$ cat src/rtl/core/wsel_pkg.sv
package wsel_pkg;

    localparam int SAMPLE_W      = 24;
    localparam int TIME_W        = 32;
    localparam int GAIN_W        = 8;
    localparam int RES_W         = 23;
    localparam int STARTUP_W     = 6;
    localparam int HOURS_W       = 16;
    localparam int SKIP_W        = 32;
    localparam int SECS_PER_HOUR = 3600;

    // shared multiplier: A x B, one 8-bit digit of B per cycle, MSB digit first
    localparam int MUL_A_W    = 64;
    localparam int MUL_B_W    = 32;
    localparam int DIGIT_W    = 8;
    localparam int MUL_DIGITS = MUL_B_W / DIGIT_W;
    localparam int DIGIT_IDX_W = $clog2(MUL_DIGITS);
    localparam int MUL_P_W    = MUL_A_W + MUL_B_W;

    // heartbeat doubling loop
    localparam int HB_INT_W  = HOURS_W + 1;
    localparam int HB_ACC_W  = 34;
    localparam int HB_NEED_W = 28;

    localparam int APB_ADDR_W = 5;
    localparam int APB_DATA_W = 32;

    typedef enum logic [3:0] {
        OP_G2,
        OP_NP,
        OP_S1SQ,
        OP_NS2,
        OP_DEV2,
        OP_L,
        OP_R,
        OP_O2,
        OP_X2
    } t_mul_op;

    typedef enum logic [2:0] {
        REG_DELTA_GAIN  = 3'd0,
        REG_RESOLUTION  = 3'd1,
        REG_STARTUP     = 3'd2,
        REG_BASE_HOURS  = 3'd3,
        REG_MAX_HOURS   = 3'd4,
        REG_DOUBLING    = 3'd5
    } t_reg_idx;

    typedef struct packed {
        logic [GAIN_W-1:0]    delta_gain;
        logic [RES_W-1:0]     resolution;
        logic [STARTUP_W-1:0] startup_samples;
        logic [HOURS_W-1:0]   base_hours;
        logic [HOURS_W-1:0]   max_hours;
        logic [HOURS_W-1:0]   doubling_period_hours;
    } t_cfg;

    typedef struct packed {
        logic                   capture;
        logic                   mul_en;
        t_mul_op                mul_op;
        logic [DIGIT_IDX_W-1:0] mul_digit;
        logic                   hb_start;
        logic                   hb_step;
        logic                   commit;
    } t_ctl_cmd;

    typedef struct packed {
        logic hb_done;
        logic out_free;
    } t_ctl_sts;

endpackage

$ cat src/rtl/core/wsel_ctrl.sv
module wsel_ctrl (
    input  logic               i_clk,
    input  logic               i_rst_n,
    input  logic               i_in_valid,
    output logic               o_in_ready,
    input  wsel_pkg::t_ctl_sts i_sts,
    output wsel_pkg::t_ctl_cmd o_cmd
);

    typedef enum logic [2:0] {
        S_IDLE,
        S_MUL,
        S_HB_INIT,
        S_HB_RUN,
        S_DONE
    } t_state;

    localparam logic [wsel_pkg::DIGIT_IDX_W-1:0] LAST_DIGIT =
        wsel_pkg::DIGIT_IDX_W'(wsel_pkg::MUL_DIGITS - 1);

    t_state                                r_state;
    wsel_pkg::t_mul_op                     r_op;
    logic [wsel_pkg::DIGIT_IDX_W-1:0]      r_dig;

    always_ff @(posedge i_clk) begin
        if (!i_rst_n) begin
            r_state <= S_IDLE;
            r_op    <= wsel_pkg::OP_G2;
            r_dig   <= '0;
        end else begin
            unique case (r_state)
                S_IDLE: begin
                    if (i_in_valid) begin
                        r_state <= S_MUL;
                        r_op    <= wsel_pkg::OP_G2;
                        r_dig   <= '0;
                    end
                end
                S_MUL: begin
                    r_dig <= r_dig + 1'b1;
                    if (r_dig == LAST_DIGIT) begin
                        if (r_op == wsel_pkg::OP_X2) begin
                            r_state <= S_HB_INIT;
                        end else begin
                            r_op <= wsel_pkg::t_mul_op'(r_op + 1'b1);
                        end
                    end
                end
                S_HB_INIT: begin
                    r_state <= S_HB_RUN;
                end
                S_HB_RUN: begin
                    if (i_sts.hb_done) begin
                        r_state <= S_DONE;
                    end
                end
                S_DONE: begin
                    if (i_sts.out_free) begin
                        r_state <= S_IDLE;
                    end
                end
                default: r_state <= S_IDLE;
            endcase
        end
    end

    assign o_in_ready = (r_state == S_IDLE);

    always_comb begin
        o_cmd.capture   = (r_state == S_IDLE) && i_in_valid;
        o_cmd.mul_en    = (r_state == S_MUL);
        o_cmd.mul_op    = r_op;
        o_cmd.mul_digit = r_dig;
        o_cmd.hb_start  = (r_state == S_HB_INIT);
        o_cmd.hb_step   = (r_state == S_HB_RUN);
        o_cmd.commit    = (r_state == S_DONE) && i_sts.out_free;
    end

endmodule

$ cat config.mk
export PLATFORM = sky130hd
export DESIGN_NAME = wsel_ctrl
export DESIGN_NICKNAME = d
export VERILOG_FILES = /design/src/rtl/core/wsel_pkg.sv /design/src/rtl/core/wsel_ctrl.sv
export SDC_FILE = /design/constraint.sdc
export NUM_CORES = 1
export LEC_CHECK = 0
export ABC_AREA = 1
export BUFFER_PORTS_ARGS = -buffer_cell sky130_fd_sc_hd__buf_2
export CORE_AREA = 2 2 39 41
export DETAILED_ROUTE_END_ITERATION = 8
export DIE_AREA = 0 0 41 43
export GPL_TIMING_DRIVEN = 1
export PLACE_DENSITY_LB_ADDON = 0.05
export SYNTH_ARGS = -nofsm -noshare
export SYNTH_HDL_FRONTEND = slang
export SYNTH_SLANG_ARGS = --single-unit
$ cat constraint.sdc
create_clock -name i_clk -period 1.5 [get_ports i_clk]
set_input_delay 0.075 -clock i_clk [delete_from_list [all_inputs] [get_ports i_clk]]
set_output_delay 0.075 -clock i_clk [all_outputs]
set_load 0.05 [all_outputs]
==> impl_metrics.csv <==
group,metric,value,unit
cells_and_area,nNetsFinal,123,
status,outcome,"finished clean",
placed_design,globalplace.congestion,0.790,
clock_network,ctsRootBufferMaster,"clkbuf_4",
die,die_area,1760,um^2
logic_synthesis,syn-cell-area,578,um^2
logic_synthesis,syn_inst,92,
sta,hold_slack,0.0845,ns
sta,tns,0,ns
power,p_sw,999,uW
cells_and_area,fin_util,54.6,%
grt,grt_util_all_layers,18.5,%
cells_and_area,final_cell_mix,"18 x nand2_1, 14 x inv_1, 14 x buf_2, 11 x nor2_1, 10 x nand3_1",
power,sw_frac_of_total,56.5,%
hold_path,hp-start,"i_sts[1]",
logic_synthesis,async_flop_share,0,%
sta,slew_violations,0,
logic_synthesis,synth_seq_area_share,31.2,%
sta,maxSlewHeadroom,77.7,%
cells_and_area,drive_above_1_share,33.3,%
cells_and_area,syn_to_final_growth,30.7,%
hold_path,holdPathEnd,"r_state[1]",
die,fp-row-count,14,
power,vdd_drop_max,1.08,mV
critical_path,worstSetupStartpointType,"flip-flop",
sta,setup_ws,0.0684,ns
clock_network,cts_buffers,3,
power,clockPowerShare,10.8,%
clock_network,clkSlewWorstSetupHoldPaths,0.06,ns
power,power_density,2340,nW/um^2
die,die_h,43,um
route,num_vias,639,
clock_network,clock-sinks,9,
die,die_x,41,um
hold_path,min_path_type,"in2reg",
critical_path,endpoint_kind,"primary output",
critical_path,r2r-start,"r_state[1]",
route,drt-initial-drc-count,15,
grt,gr-total-overflow,0,
critical_path,path_buf_inv,3,
logic_synthesis,synth_edf_count,0,
route,first_pass_iters,4,
critical_path,cp.arrival,1.36,ns
sta,hold_viol_final,0,
clock_network,cts_hold_buf,0,
logic_synthesis,ys_ff_latch,9,
clock_network,cts.path.max_buffers,2,
power,p_total,1770,uW
critical_path,path_cells,"inv_2 -> nand2_2 -> nor2_4 -> buf_4 -> buf_4",
power,p_leak,0.000389,uW
clock_network,htree_levels,1,
sta,rsz0062_at_grt,"false",
grt,grt_max_degree,8,
critical_path,cpPeakStageDelay,0.35,ns
placed_design,dp_hpwl,1060,um
sta,max_freq,699,MHz
logic_synthesis,synth_cell_types,16,
critical_path,rrSetupSlack,0.17,ns
logic_synthesis,syn_avg_cell_area,6.28,um^2
critical_path,cpMostUsedCell,"buf_4",
route,vias_per_cell,4.92,
cells_and_area,antennaDiodeCount,0,
sta,worst_pin_slew,0.334,ns
route,wl_per_cell,10.3,um
critical_path,reg2regPathDepth,8,
hold_path,holdPathStages,4,
critical_path,path_class,"reg2out",
sta,setup_viol,0,
route,totalWireLength,1330,um
critical_path,path_delay_family,"buffers and inverters",
grt,first_global_vias,559,
run,drv_cap,0,
critical_path,worstReg2RegEnd,"r_op[1]",
logic_synthesis,synth_warnings,0,
critical_path,crit_required,1.42,ns
sta,fin_skew,0.00574,ns
placed_design,numPortBuffers,16,
cells_and_area,final_common_cell,"nand2_1",
power,p_int,768,uW
sta,period_needed,1.43,ns
die,core,1380,um^2
sta,finalCritPeriodShare,95.4,%
power,combPwrFrac,64.9,%
die,pin_count,17,
logic_synthesis,synthFlopType,"dfxtp_1",
grt,grt_pass1_wl,2200,um
logic_synthesis,synth_nets,100,
critical_path,cp_slowest_cell,"dfxtp_1",
clock_network,cts_tree,"done",
clock_network,clk-insertion-delay-late,0.27,ns
placed_design,pre_cts_ws,0.147,ns
route,drtAntennaViolNets,0,
critical_path,cp_max_fo,6,
die,start_util,41.8,%
power,power_frac_seq,24.3,%
grt,antenna_found_initial,0,
route,drcViolationCount,0,
## worst max path at each step
stage                           from    endpoint  slack, ns  depth (start not counted)
after floorplan           r_state[2]    r_dig[0]      -0.08                          8
after global placement       r_op[0]  r_state[1]       0.17                          6
after detailed placement     r_op[0]  r_state[1]       0.15                          6
after CTS                 r_state[2]    o_cmd[9]      0.007                          5
after global routing      r_state[2]    o_cmd[9]      0.005                          5
final                     r_state[2]    o_cmd[9]       0.07                          5
## logic make-up (layout without fill, tap and decap cells)
kind of cell / count (synthesis) / count (layout) / synth area share [%]
and+or+nand+nor: 53 / 53 / 42.4
AOI/OAI and AO/OA: 9 / 9 / 8.22
buffers and inverters: 18 / 40 / 11.7
adders and majority gates: 3 / 3 / 6.49
DFF: 9 / 9 / 31.2
## through the flow
stage / cell area [um^2] / cells
finish: 756 / 130
floorplan: 609 / 92
detailed placement: 717 / 125
global route: 756 / 130
global placement: 717 / 125
CTS: 743 / 129
## Yosys cell counts (3+ instances only)
master / number / area (um^2)
nand2_1: 18 / 67.6
ha_1: 3 / 37.5
inv_2: 3 / 11.3
a21oi_1: 5 / 25.0
nand2_2: 4 / 25.0
nor2_1: 13 / 48.8
dfxtp_1: 9 / 180
nand3_1: 10 / 50.1
inv_1: 15 / 56.3
o21ai_0: 3 / 15.0
nand4_1: 4 / 25.0
## registers in the layout (all words and copies together) (netlist names)
name     flops
r_state      3
r_op         4
r_dig        2
## per-layer routing
| layer | up-vias | GRT usage, % | share of wire, % |
|---|---|---|---|
| met5 | - | 0 | 0 |
| met4 | 0 | 12.0 | 2.9 |
| met3 | 5 | 3.14 | 4.8 |
| met2 | 13 | 28.7 | 48 |
| met1 | 283 | 21.9 | 44 |
| li1 | 338 | - | - |
## power by group through the flow
stage / registers (uW) / logic [uW] / clock network, uW
3_5_place_dp: 437 / 1110 / 0
4_1_cts: 431 / 1120 / 195
5_1_grt: 445 / 1260 / 206
6_report: 429 / 1150 / 192
3_3_place_gp: 432 / 1110 / 0
2_1_floorplan: 600 / 712 / 0
## worst reg2reg max path: cells and delay by family, from the launching register on
kind	cells	cell delay [ns]
flops	1	0.52
simple gates	6	0.58
buf+inv	2	0.17
## layout make-up
cell class	count	area, um^2
timing repair buffer	18	100
tap	16	20.0
sequential	9	185
multi-input combinational	65	357
fill	153	628
clock buffer	4	26.3
inverter	18	67.6
## timing repair
| item | 4_1_cts | 5_1_grt |
|---|---|---|
| setup endpoints to repair | 0 | 3 |
| resized for setup | 0 | 5 |
| setup buffers | 0 | 1 |
Note: power is estimated with default switching activity, not from simulation.
