==> config.mk <==
export PLATFORM = sky130hd
export DESIGN_NAME = wsel_dp
export DESIGN_NICKNAME = d
export VERILOG_FILES = /design/src/rtl/core/wsel_pkg.sv /design/src/rtl/core/wsel_dp.sv
export SDC_FILE = /design/constraint.sdc
export NUM_CORES = 2
export LEC_CHECK = 0
export ABC_AREA = 1
export BUFFER_PORTS_ARGS = -buffer_cell sky130_fd_sc_hd__buf_2
export CAP_MARGIN = 30
export CORE_AREA = 2 2 498 500
export CTS_BUF_LIST = sky130_fd_sc_hd__clkbuf_8
export DETAILED_ROUTE_END_ITERATION = 10
export DIE_AREA = 0 0 500 502
export GPL_ROUTABILITY_DRIVEN = 0
export GPL_TIMING_DRIVEN = 0
export PLACE_DENSITY = 0.66
export SETUP_SLACK_MARGIN = 0.4
export SYNTH_ARGS = -nofsm -noshare
export SYNTH_HDL_FRONTEND = slang
export SYNTH_SLANG_ARGS = --single-unit
export TNS_END_PERCENT = 5
==> constraint.sdc <==
create_clock -name i_clk -period 14 [get_ports i_clk]
set_input_delay 0.7 -clock i_clk [delete_from_list [all_inputs] [get_ports i_clk]]
set_output_delay 0.7 -clock i_clk [all_outputs]
set_load 0.05 [all_outputs]
==> src/rtl/core/wsel_pkg.sv <==
package wsel_pkg;

    localparam int SAMPLE_W      = 24;
    localparam int TIME_W        = 32;
    localparam int GAIN_W        = 8;
    localparam int RES_W         = 23;
    localparam int STARTUP_W     = 6;
    localparam int HOURS_W       = 16;
    localparam int SKIP_W        = 32;
    localparam int SECS_PER_HOUR = 3600;

    // shared multiplier: A x B, one 8-bit digit of B per cycle, MSB digit first
    localparam int MUL_A_W    = 64;
    localparam int MUL_B_W    = 32;
    localparam int DIGIT_W    = 8;
    localparam int MUL_DIGITS = MUL_B_W / DIGIT_W;
    localparam int DIGIT_IDX_W = $clog2(MUL_DIGITS);
    localparam int MUL_P_W    = MUL_A_W + MUL_B_W;

    // heartbeat doubling loop
    localparam int HB_INT_W  = HOURS_W + 1;
    localparam int HB_ACC_W  = 34;
    localparam int HB_NEED_W = 28;

    localparam int APB_ADDR_W = 5;
    localparam int APB_DATA_W = 32;

    typedef enum logic [3:0] {
        OP_G2,
        OP_NP,
        OP_S1SQ,
        OP_NS2,
        OP_DEV2,
        OP_L,
        OP_R,
        OP_O2,
        OP_X2
    } t_mul_op;

    typedef enum logic [2:0] {
        REG_DELTA_GAIN  = 3'd0,
        REG_RESOLUTION  = 3'd1,
        REG_STARTUP     = 3'd2,
        REG_BASE_HOURS  = 3'd3,
        REG_MAX_HOURS   = 3'd4,
        REG_DOUBLING    = 3'd5
    } t_reg_idx;

    typedef struct packed {
        logic [GAIN_W-1:0]    delta_gain;
        logic [RES_W-1:0]     resolution;
        logic [STARTUP_W-1:0] startup_samples;
        logic [HOURS_W-1:0]   base_hours;
        logic [HOURS_W-1:0]   max_hours;
        logic [HOURS_W-1:0]   doubling_period_hours;
    } t_cfg;

    typedef struct packed {
        logic                   capture;
        logic                   mul_en;
        t_mul_op                mul_op;
        logic [DIGIT_IDX_W-1:0] mul_digit;
        logic                   hb_start;
        logic                   hb_step;
        logic                   commit;
    } t_ctl_cmd;

    typedef struct packed {
        logic hb_done;
        logic out_free;
    } t_ctl_sts;

endpackage

==> src/rtl/core/wsel_dp.sv <==
module wsel_dp #(
    parameter int WINDOW = 32
) (
    input  logic                                  i_clk,
    input  logic                                  i_rst_n,
    input  wsel_pkg::t_ctl_cmd                    i_cmd,
    output wsel_pkg::t_ctl_sts                    o_sts,
    input  wsel_pkg::t_cfg                        i_cfg,
    input  logic signed [wsel_pkg::SAMPLE_W-1:0]  i_sample,
    input  logic [wsel_pkg::TIME_W-1:0]           i_now,
    output logic                                  o_out_valid,
    input  logic                                  i_out_ready,
    output logic                                  o_transmit,
    output logic                                  o_event_hit,
    output logic                                  o_heartbeat_hit,
    output logic [wsel_pkg::SKIP_W-1:0]           o_skipped_run
);

    localparam int SW     = wsel_pkg::SAMPLE_W;
    localparam int SLOT_W = $clog2(WINDOW);
    localparam int FILL_W = $clog2(WINDOW + 1);
    localparam int S1_W   = SW + 1 + SLOT_W;
    localparam int S2_W   = 2 * SW + SLOT_W;
    localparam int CMP_W  = (FILL_W > wsel_pkg::STARTUP_W) ? FILL_W : wsel_pkg::STARTUP_W;
    localparam int SQ_W   = 2 * SW;
    localparam int PART_W = wsel_pkg::MUL_A_W + wsel_pkg::DIGIT_W;
    localparam logic [wsel_pkg::DIGIT_IDX_W-1:0] LAST_DIGIT =
        wsel_pkg::DIGIT_IDX_W'(wsel_pkg::MUL_DIGITS - 1);

    // item registers
    logic signed [SW-1:0]              r_x;
    logic [wsel_pkg::TIME_W-1:0]       r_now;
    logic [SW-1:0]                     r_dev;

    // window
    logic signed [SW-1:0]              r_mem [WINDOW];
    logic signed [SW-1:0]              r_old;
    logic [SLOT_W-1:0]                 r_slot;
    logic [FILL_W-1:0]                 r_fill;
    logic signed [S1_W-1:0]            r_s1;
    logic [S2_W-1:0]                   r_s2;

    // send history
    logic                              r_has_sent;
    logic signed [SW-1:0]              r_last_val;
    logic [wsel_pkg::TIME_W-1:0]       r_last_send;
    logic [wsel_pkg::TIME_W-1:0]       r_last_event;
    logic [wsel_pkg::SKIP_W-1:0]       r_skip;

    // products
    logic [wsel_pkg::MUL_P_W-1:0]      r_acc;
    logic [2*wsel_pkg::GAIN_W-1:0]     r_g2;
    logic [15:0]                       r_np;
    logic [wsel_pkg::MUL_A_W-1:0]      r_s1sq;
    logic [wsel_pkg::MUL_A_W-1:0]      r_d;
    logic [SQ_W-1:0]                   r_dv2;
    logic [wsel_pkg::MUL_P_W-1:0]      r_l;
    logic [wsel_pkg::MUL_P_W-1:0]      r_r;
    logic [SQ_W-1:0]                   r_o2;
    logic [SQ_W-1:0]                   r_x2;

    // heartbeat loop
    logic [wsel_pkg::HB_ACC_W-1:0]     r_hb_acc;
    logic [wsel_pkg::HB_INT_W-1:0]     r_hb_int;
    logic                              r_hb_done;

    // output word
    logic                              r_out_valid;
    logic                              r_out_tx;
    logic                              r_out_ev;
    logic                              r_out_hb;
    logic [wsel_pkg::SKIP_W-1:0]       r_out_skip;

    logic signed [SW:0]                n_diff;
    logic [SW:0]                       n_diff_mag;
    logic [S1_W-1:0]                   n_s1_mag;
    logic [SW-1:0]                     n_old_mag;
    logic [SW-1:0]                     n_x_mag;
    logic [wsel_pkg::MUL_A_W-1:0]      n_mul_a;
    logic [wsel_pkg::MUL_B_W-1:0]      n_mul_b;
    logic [wsel_pkg::DIGIT_W-1:0]      n_digit;
    logic [PART_W-1:0]                 n_part;
    logic [wsel_pkg::MUL_P_W-1:0]      n_acc;
    logic                              n_mul_last;

    logic [wsel_pkg::HB_ACC_W-1:0]     n_hb_period;
    logic [wsel_pkg::HB_ACC_W-1:0]     n_calm;
    logic [wsel_pkg::HOURS_W-1:0]      n_hours;
    logic [wsel_pkg::HB_NEED_W-1:0]    n_need;
    logic [wsel_pkg::TIME_W-1:0]       n_elapsed;
    logic                              n_use_sd;
    logic                              n_ev;
    logic                              n_hb;
    logic                              n_tx;

    // magnitudes
    always_comb begin
        n_diff     = (SW + 1)'(i_sample) - (SW + 1)'(r_last_val);
        n_diff_mag = n_diff[SW] ? (SW + 1)'(-n_diff) : n_diff;
        n_s1_mag   = r_s1[S1_W-1] ? S1_W'(-r_s1) : S1_W'(r_s1);
        n_old_mag  = r_old[SW-1] ? SW'(-r_old) : SW'(r_old);
        n_x_mag    = r_x[SW-1] ? SW'(-r_x) : SW'(r_x);
    end

    // operand selection for the shared digit multiplier
    always_comb begin
        unique case (i_cmd.mul_op)
            wsel_pkg::OP_G2: begin
                n_mul_a = wsel_pkg::MUL_A_W'(i_cfg.delta_gain);
                n_mul_b = wsel_pkg::MUL_B_W'(i_cfg.delta_gain);
            end
            wsel_pkg::OP_NP: begin
                n_mul_a = wsel_pkg::MUL_A_W'(r_fill);
                n_mul_b = wsel_pkg::MUL_B_W'(FILL_W'(r_fill - 1'b1));
            end
            wsel_pkg::OP_S1SQ: begin
                n_mul_a = wsel_pkg::MUL_A_W'(n_s1_mag);
                n_mul_b = wsel_pkg::MUL_B_W'(n_s1_mag);
            end
            wsel_pkg::OP_NS2: begin
                n_mul_a = wsel_pkg::MUL_A_W'(r_s2);
                n_mul_b = wsel_pkg::MUL_B_W'(r_fill);
            end
            wsel_pkg::OP_DEV2: begin
                n_mul_a = wsel_pkg::MUL_A_W'(r_dev);
                n_mul_b = wsel_pkg::MUL_B_W'(r_dev);
            end
            wsel_pkg::OP_L: begin
                n_mul_a = wsel_pkg::MUL_A_W'({r_dv2, 8'd0});
                n_mul_b = wsel_pkg::MUL_B_W'(r_np);
            end
            wsel_pkg::OP_R: begin
                n_mul_a = r_d;
                n_mul_b = wsel_pkg::MUL_B_W'(r_g2);
            end
            wsel_pkg::OP_O2: begin
                n_mul_a = wsel_pkg::MUL_A_W'(n_old_mag);
                n_mul_b = wsel_pkg::MUL_B_W'(n_old_mag);
            end
            wsel_pkg::OP_X2: begin
                n_mul_a = wsel_pkg::MUL_A_W'(n_x_mag);
                n_mul_b = wsel_pkg::MUL_B_W'(n_x_mag);
            end
            default: begin
                n_mul_a = '0;
                n_mul_b = '0;
            end
        endcase
    end

    always_comb begin
        n_digit = wsel_pkg::DIGIT_W'(n_mul_b >> (wsel_pkg::DIGIT_W *
                  (wsel_pkg::MUL_DIGITS - 1 - int'(i_cmd.mul_digit))));
        n_part  = PART_W'(n_mul_a) * PART_W'(n_digit);
        if (i_cmd.mul_digit == '0) begin
            n_acc = wsel_pkg::MUL_P_W'(n_part);
        end else begin
            n_acc = (r_acc << wsel_pkg::DIGIT_W) + wsel_pkg::MUL_P_W'(n_part);
        end
        n_mul_last = i_cmd.mul_en && (i_cmd.mul_digit == LAST_DIGIT);
    end

    // heartbeat interval and decision
    always_comb begin
        n_hb_period = wsel_pkg::HB_ACC_W'(i_cfg.doubling_period_hours) *
                      wsel_pkg::HB_ACC_W'(wsel_pkg::SECS_PER_HOUR);
        n_calm      = wsel_pkg::HB_ACC_W'(r_now - r_last_event);
        if (i_cfg.doubling_period_hours == '0) begin
            n_hours = i_cfg.max_hours;
        end else if (r_hb_int < wsel_pkg::HB_INT_W'(i_cfg.max_hours)) begin
            n_hours = wsel_pkg::HOURS_W'(r_hb_int);
        end else begin
            n_hours = i_cfg.max_hours;
        end
        n_need    = wsel_pkg::HB_NEED_W'(n_hours) *
                    wsel_pkg::HB_NEED_W'(wsel_pkg::SECS_PER_HOUR);
        n_elapsed = r_now - r_last_send;
        n_hb      = !r_has_sent ||
                    (n_elapsed >= wsel_pkg::TIME_W'(n_need));
        n_use_sd  = (CMP_W'(r_fill) >= CMP_W'(i_cfg.startup_samples)) &&
                    (r_fill >= FILL_W'(2));
        n_ev      = r_has_sent && (r_dev > SW'(i_cfg.resolution)) &&
                    (!n_use_sd || (r_l > r_r));
        n_tx      = n_ev || n_hb;
    end

    // window store: registered read at the current slot
    always_ff @(posedge i_clk) begin
        r_old <= r_mem[r_slot];
        if (i_cmd.commit) begin
            r_mem[r_slot] <= r_x;
        end
    end

    // payload and product registers
    always_ff @(posedge i_clk) begin
        if (i_cmd.capture) begin
            r_x   <= i_sample;
            r_now <= i_now;
            r_dev <= SW'(n_diff_mag);
        end
        if (i_cmd.mul_en) begin
            r_acc <= n_acc;
        end
        if (n_mul_last) begin
            unique case (i_cmd.mul_op)
                wsel_pkg::OP_G2:   r_g2   <= (2*wsel_pkg::GAIN_W)'(n_acc);
                wsel_pkg::OP_NP:   r_np   <= 16'(n_acc);
                wsel_pkg::OP_S1SQ: r_s1sq <= wsel_pkg::MUL_A_W'(n_acc);
                wsel_pkg::OP_NS2:  r_d    <= wsel_pkg::MUL_A_W'(n_acc) - r_s1sq;
                wsel_pkg::OP_DEV2: r_dv2  <= SQ_W'(n_acc);
                wsel_pkg::OP_L:    r_l    <= n_acc;
                wsel_pkg::OP_R:    r_r    <= n_acc;
                wsel_pkg::OP_O2:   r_o2   <= SQ_W'(n_acc);
                wsel_pkg::OP_X2:   r_x2   <= SQ_W'(n_acc);
                default: ;
            endcase
        end
        if (i_cmd.hb_start) begin
            r_hb_acc <= n_hb_period;
            r_hb_int <= wsel_pkg::HB_INT_W'(i_cfg.base_hours);
        end else if (i_cmd.hb_step && !r_hb_done) begin
            if ((r_hb_int < wsel_pkg::HB_INT_W'(i_cfg.max_hours)) && (r_hb_int != '0) &&
                (n_calm >= r_hb_acc)) begin
                r_hb_int <= r_hb_int << 1;
                r_hb_acc <= r_hb_acc + n_hb_period;
            end
        end
        if (i_cmd.commit) begin
            r_out_tx   <= n_tx;
            r_out_ev   <= n_ev;
            r_out_hb   <= n_hb;
            r_out_skip <= n_tx ? '0 : r_skip + 1'b1;
        end
    end

    // control state
    always_ff @(posedge i_clk) begin
        if (!i_rst_n) begin
            r_hb_done    <= 1'b0;
            r_slot       <= '0;
            r_fill       <= '0;
            r_s1         <= '0;
            r_s2         <= '0;
            r_has_sent   <= 1'b0;
            r_last_val   <= '0;
            r_last_send  <= '0;
            r_last_event <= '0;
            r_skip       <= '0;
            r_out_valid  <= 1'b0;
        end else begin
            if (i_cmd.hb_start) begin
                r_hb_done <= (i_cfg.doubling_period_hours == '0);
            end else if (i_cmd.hb_step && !r_hb_done) begin
                if (!((r_hb_int < wsel_pkg::HB_INT_W'(i_cfg.max_hours)) && (r_hb_int != '0) &&
                      (n_calm >= r_hb_acc))) begin
                    r_hb_done <= 1'b1;
                end
            end

            if (i_cmd.commit) begin
                if (r_fill == FILL_W'(WINDOW)) begin
                    r_s1 <= r_s1 - S1_W'(r_old) + S1_W'(r_x);
                    r_s2 <= r_s2 - S2_W'(r_o2) + S2_W'(r_x2);
                end else begin
                    r_fill <= r_fill + 1'b1;
                    r_s1   <= r_s1 + S1_W'(r_x);
                    r_s2   <= r_s2 + S2_W'(r_x2);
                end
                r_slot <= (r_slot == SLOT_W'(WINDOW - 1)) ? '0 : r_slot + 1'b1;
                if (n_tx) begin
                    r_last_send <= r_now;
                    if (n_ev || !r_has_sent) begin
                        r_last_event <= r_now;
                    end
                    r_has_sent <= 1'b1;
                    r_last_val <= r_x;
                    r_skip     <= '0;
                end else begin
                    r_skip <= r_skip + 1'b1;
                end
                r_out_valid <= 1'b1;
            end else if (i_out_ready) begin
                r_out_valid <= 1'b0;
            end
        end
    end

    assign o_sts.hb_done  = r_hb_done;
    assign o_sts.out_free = !r_out_valid || i_out_ready;

    assign o_out_valid     = r_out_valid;
    assign o_transmit      = r_out_tx;
    assign o_event_hit     = r_out_ev;
    assign o_heartbeat_hit = r_out_hb;
    assign o_skipped_run   = r_out_skip;

endmodule
==> out/qor.csv <==
stage,metric,value,unit
timing,tightestPinTransition,1.347,ns
synth,ys_async_sr_fraction,0,%
synth,synth_top_area_share,36.96,%
global_route,grt_max_degree,67,
drt,drc,0,
hold_path,holdCritPathClass,in2reg,
critical_path,crit_fanout,10,
job,maxCapViolCount,0,
drt,ant_nets,0,
critical_path,cp.buffers_inverters,7,
cells_and_area,final_layout_size_suffix_gt1_share,7.346,%
drt,vias,109200,
drt,drtPass1Iterations,9,
synth,synth_top_area_cell,edfxtp_1,
critical_path,worstPathRequired,14.74,ns
timing,holdWs,0.03259,ns
timing,slew_headroom,10.22,%
critical_path,arrival,14.35,ns
place,numPortBuffers,188,
place,dp.cells,17790,
hold_path,hp-start,i_sample[3],
critical_path,rr_worst_depth,53,
critical_path,crit_top_cell,nand2_1,
place,dp_hpwl,355500,µm
power_and_ir_drop,p_leak,59.31,nW
timing,setup_viol_count_final,0,
synth,synth_ff_type,edfxtp_1,
timing,min_period_over_period,97.26,%
critical_path,worstSetupPathType,reg2reg,
clocking,cts_root_buf,clkbuf_8,
timing,max_freq,73.44,MHz
cells_and_area,final_cells,18450,
power_and_ir_drop,p_total,20.53,mW
critical_path,reg2reg_from,r_x[1]$_DFFE_PP_,
critical_path,cpPeakStageDelay,0.66,ns
die,start_util,49.93,%
drt,viasPerCell,5.917,
clocking,insertion_delay,1.12,ns
clocking,path_clk_slew,0.08,ns
cells_and_area,nets,16480,
drt,wire_per_inst,24.70,µm
timing,post-route-min-period,13.62,ns
drt,drt-total-wl,455700,µm
global_route,grt_pass1_wl,663000,µm
die,fp.dieW,500,µm
synth,synth_edf_count,1507,
synth,syn_nets,15710,
timing,drv_slew,0,
hold_path,min_path_cells,1,
timing,worst_slack,0.3843,ns
hold_path,worstHoldEndpoint,r_x[3]$_DFFE_PP_,
timing,skew,0.1496,ns
synth,synth_cell_types,75,
synth,synth_seq_cells,1755,
synth,syn_inst,14220,
place,dp_slack,-0.2661,ns
global_route,antenna_found_initial,23,
die,num_io_pins,193,
global_route,grt_usage,35.63,%
global_route,grt_pass1_vias,104300,
clocking,cts_tree,yes,
die,die_h,502,µm
critical_path,critPathSlowestCell,edfxtp_1,
clocking,cts_buffer_depth,4,
synth,synth_area_leaders,"edfxtp_1, ha_1, fa_1",
die,design.core.area,245300,µm²
critical_path,worst_setup_path_end_kind,flip-flop,
critical_path,crit_path_start_kind,flip-flop,
timing,hold_violations,0,
power_and_ir_drop,ir_drop,0.0003080,V
global_route,grt_overflow,0,
clocking,htree_levels,5,
drt,dr.first_iter.drc_count,13900,
synth,netlist_area,122500,µm²
critical_path,crit_family,compound AO/OA/AOI/OAI gates,
clocking,clock_sinks,1755,
outcome,status,"finished, final reports clean",
synth,syn_avg_cell_area,8.614,µm²
synth,yosysWarnings,0,
clocking,cts_made_buffers,316,
timing,rsz0062_at_grt,true,
timing,tns,0,ns
synth,seq_area_frac_synth,41.01,%
critical_path,r2r_setup_slack,0.38,ns
critical_path,reg2reg_to,r_d[57]$_DFFE_PP_,
die,die_area,251000,µm²
cells_and_area,area_delta_synth_final,12.44,%
die,std_cell_rows,182,
power_and_ir_drop,power.density,149.1,nW/µm²
-- state kept, by name, summed over array words and instances (netlist names), 17 cells and up --
register / count
r_acc: 88
r_s1sq: 64
r_d: 64
r_x: 24
r_last_event: 32
r_mem: 768
r_s1: 30
r_dv2: 48
r_x2: 48
r_now: 32
o_skipped_run: 32
r_last_send: 32
r_s2: 53
r_old: 24
r_last_val: 24
r_hb_int: 17
r_dev: 24
r_l: 96
r_o2: 48
r_skip: 32
r_hb_acc: 30
r_r: 96
-- synth_stat cells (all sizes together) (20+ instances only) --
master and n:
a21o 72, o21ai 1155, a21oi 1212, buf 134, xor2 218, a31oi 93, fa 505, clkbuf 250
o21a 49, nor4 59, ha 834, nor3 143, nand2 2183, edfxtp 1507, o31ai 20, nand4 178
or2 65, a21boi 41, o211ai 65, inv 2284, xnor2 111, dfxtp 248, a22o 60, a221oi 73
nor2 1690, nand3b 31, nand3 555, o21bai 73, o22ai 207
-- layout by cell type (no fill, tap or decap), drive strengths merged, types with 248 or more instances in the layout --
master and n:
fa 505, ha 834, inv 2350, dfxtp 248
o21ai 1155, buf 504, clkbuf 594, nand2 2183
nor2 1690, nand3 555, edfxtp 1507, a21oi 1212
-- per-stage QoR --
| stage | utilization [%] | cell area (µm²) |
|---|---|---|
| 2_1_floorplan | - | 122500 |
| 3_3_place_gp | 51.96 | 127400 |
| 3_5_place_dp | 53.25 | 130600 |
| 4_1_cts | 56.00 | 137300 |
| 5_1_grt | 56.13 | 137700 |
| 6_report | 56.14 | 137700 |
-- power by group --
part           internal, mW  switching [mW]
combinational          3.03            6.21
clock                  2.50            2.24
sequential             6.30           0.253
-- routing by layer --
metal	up-vias	GRT usage, %	wire (µm)
met4	20	27.01	41410
li1	49520	-	-
met5	-	0	138
met2	6811	54.84	197000
met1	51130	43.37	166400
met3	1681	8.569	50820
-- cells by family (layout without fill, tap and decap cells) --
group | count (synthesis) | count (layout) | share of synthesized area (%)
AO/OA/AOI/OAI | 3185 | 3185 | 14.64
flip-flops | 1755 | 1755 | 41.01
other | 0 | 24 | 0
adder cells (fa/ha/maj) | 1339 | 1339 | 16.78
multiplexers | 3 | 3 | 0.02554
buffers and inverters | 2672 | 3663 | 8.405
XOR/XNOR | 329 | 329 | 2.353
AND/OR/NAND/NOR | 4932 | 4932 | 16.79
-- layout make-up --
cell class	instances	area (µm²)
Antenna cell	24	60.06
Inverter	2288	8596
Clock inverter	206	1358
Buffer	384	1712
Timing Repair Buffer	449	4690
Tap cell	3220	4029
Sequential cell	1755	50220
Clock buffer	336	4624
Fill cell	22270	107600
Multi-Input combinational cell	9788	62400
-- what timing repair did --
| action | 4_1_cts | 5_1_grt |
|---|---|---|
| setup endpoints to repair | 9 | 31 |
| gates cloned | 0 | 0 |
| hold buffers | 71 | 0 |
| buffers inserted | 4 | 8 |
| endpoints found under the hold margin | 75 | 0 |
| gates resized for setup | 5 | 16 |
| pin swaps | 0 | 1 |
-- worst max path at each step --
stage	start	endpoint	cells past startpoint
after floorplan	r_x[1]$_DFFE_PP_	r_d[58]$_DFFE_PP_	59
after global placement	r_x[1]$_DFFE_PP_	r_d[57]$_DFFE_PP_	47
after detailed placement	i_cmd[8]	r_d[57]$_DFFE_PP_	50
after CTS	r_x[1]$_DFFE_PP_	r_d[61]$_DFFE_PP_	50
after global routing	r_x[1]$_DFFE_PP_	r_d[59]$_DFFE_PP_	57
final	r_x[1]$_DFFE_PP_	r_d[57]$_DFFE_PP_	53
No activity file was read; power rests on OpenSTA's default activity.
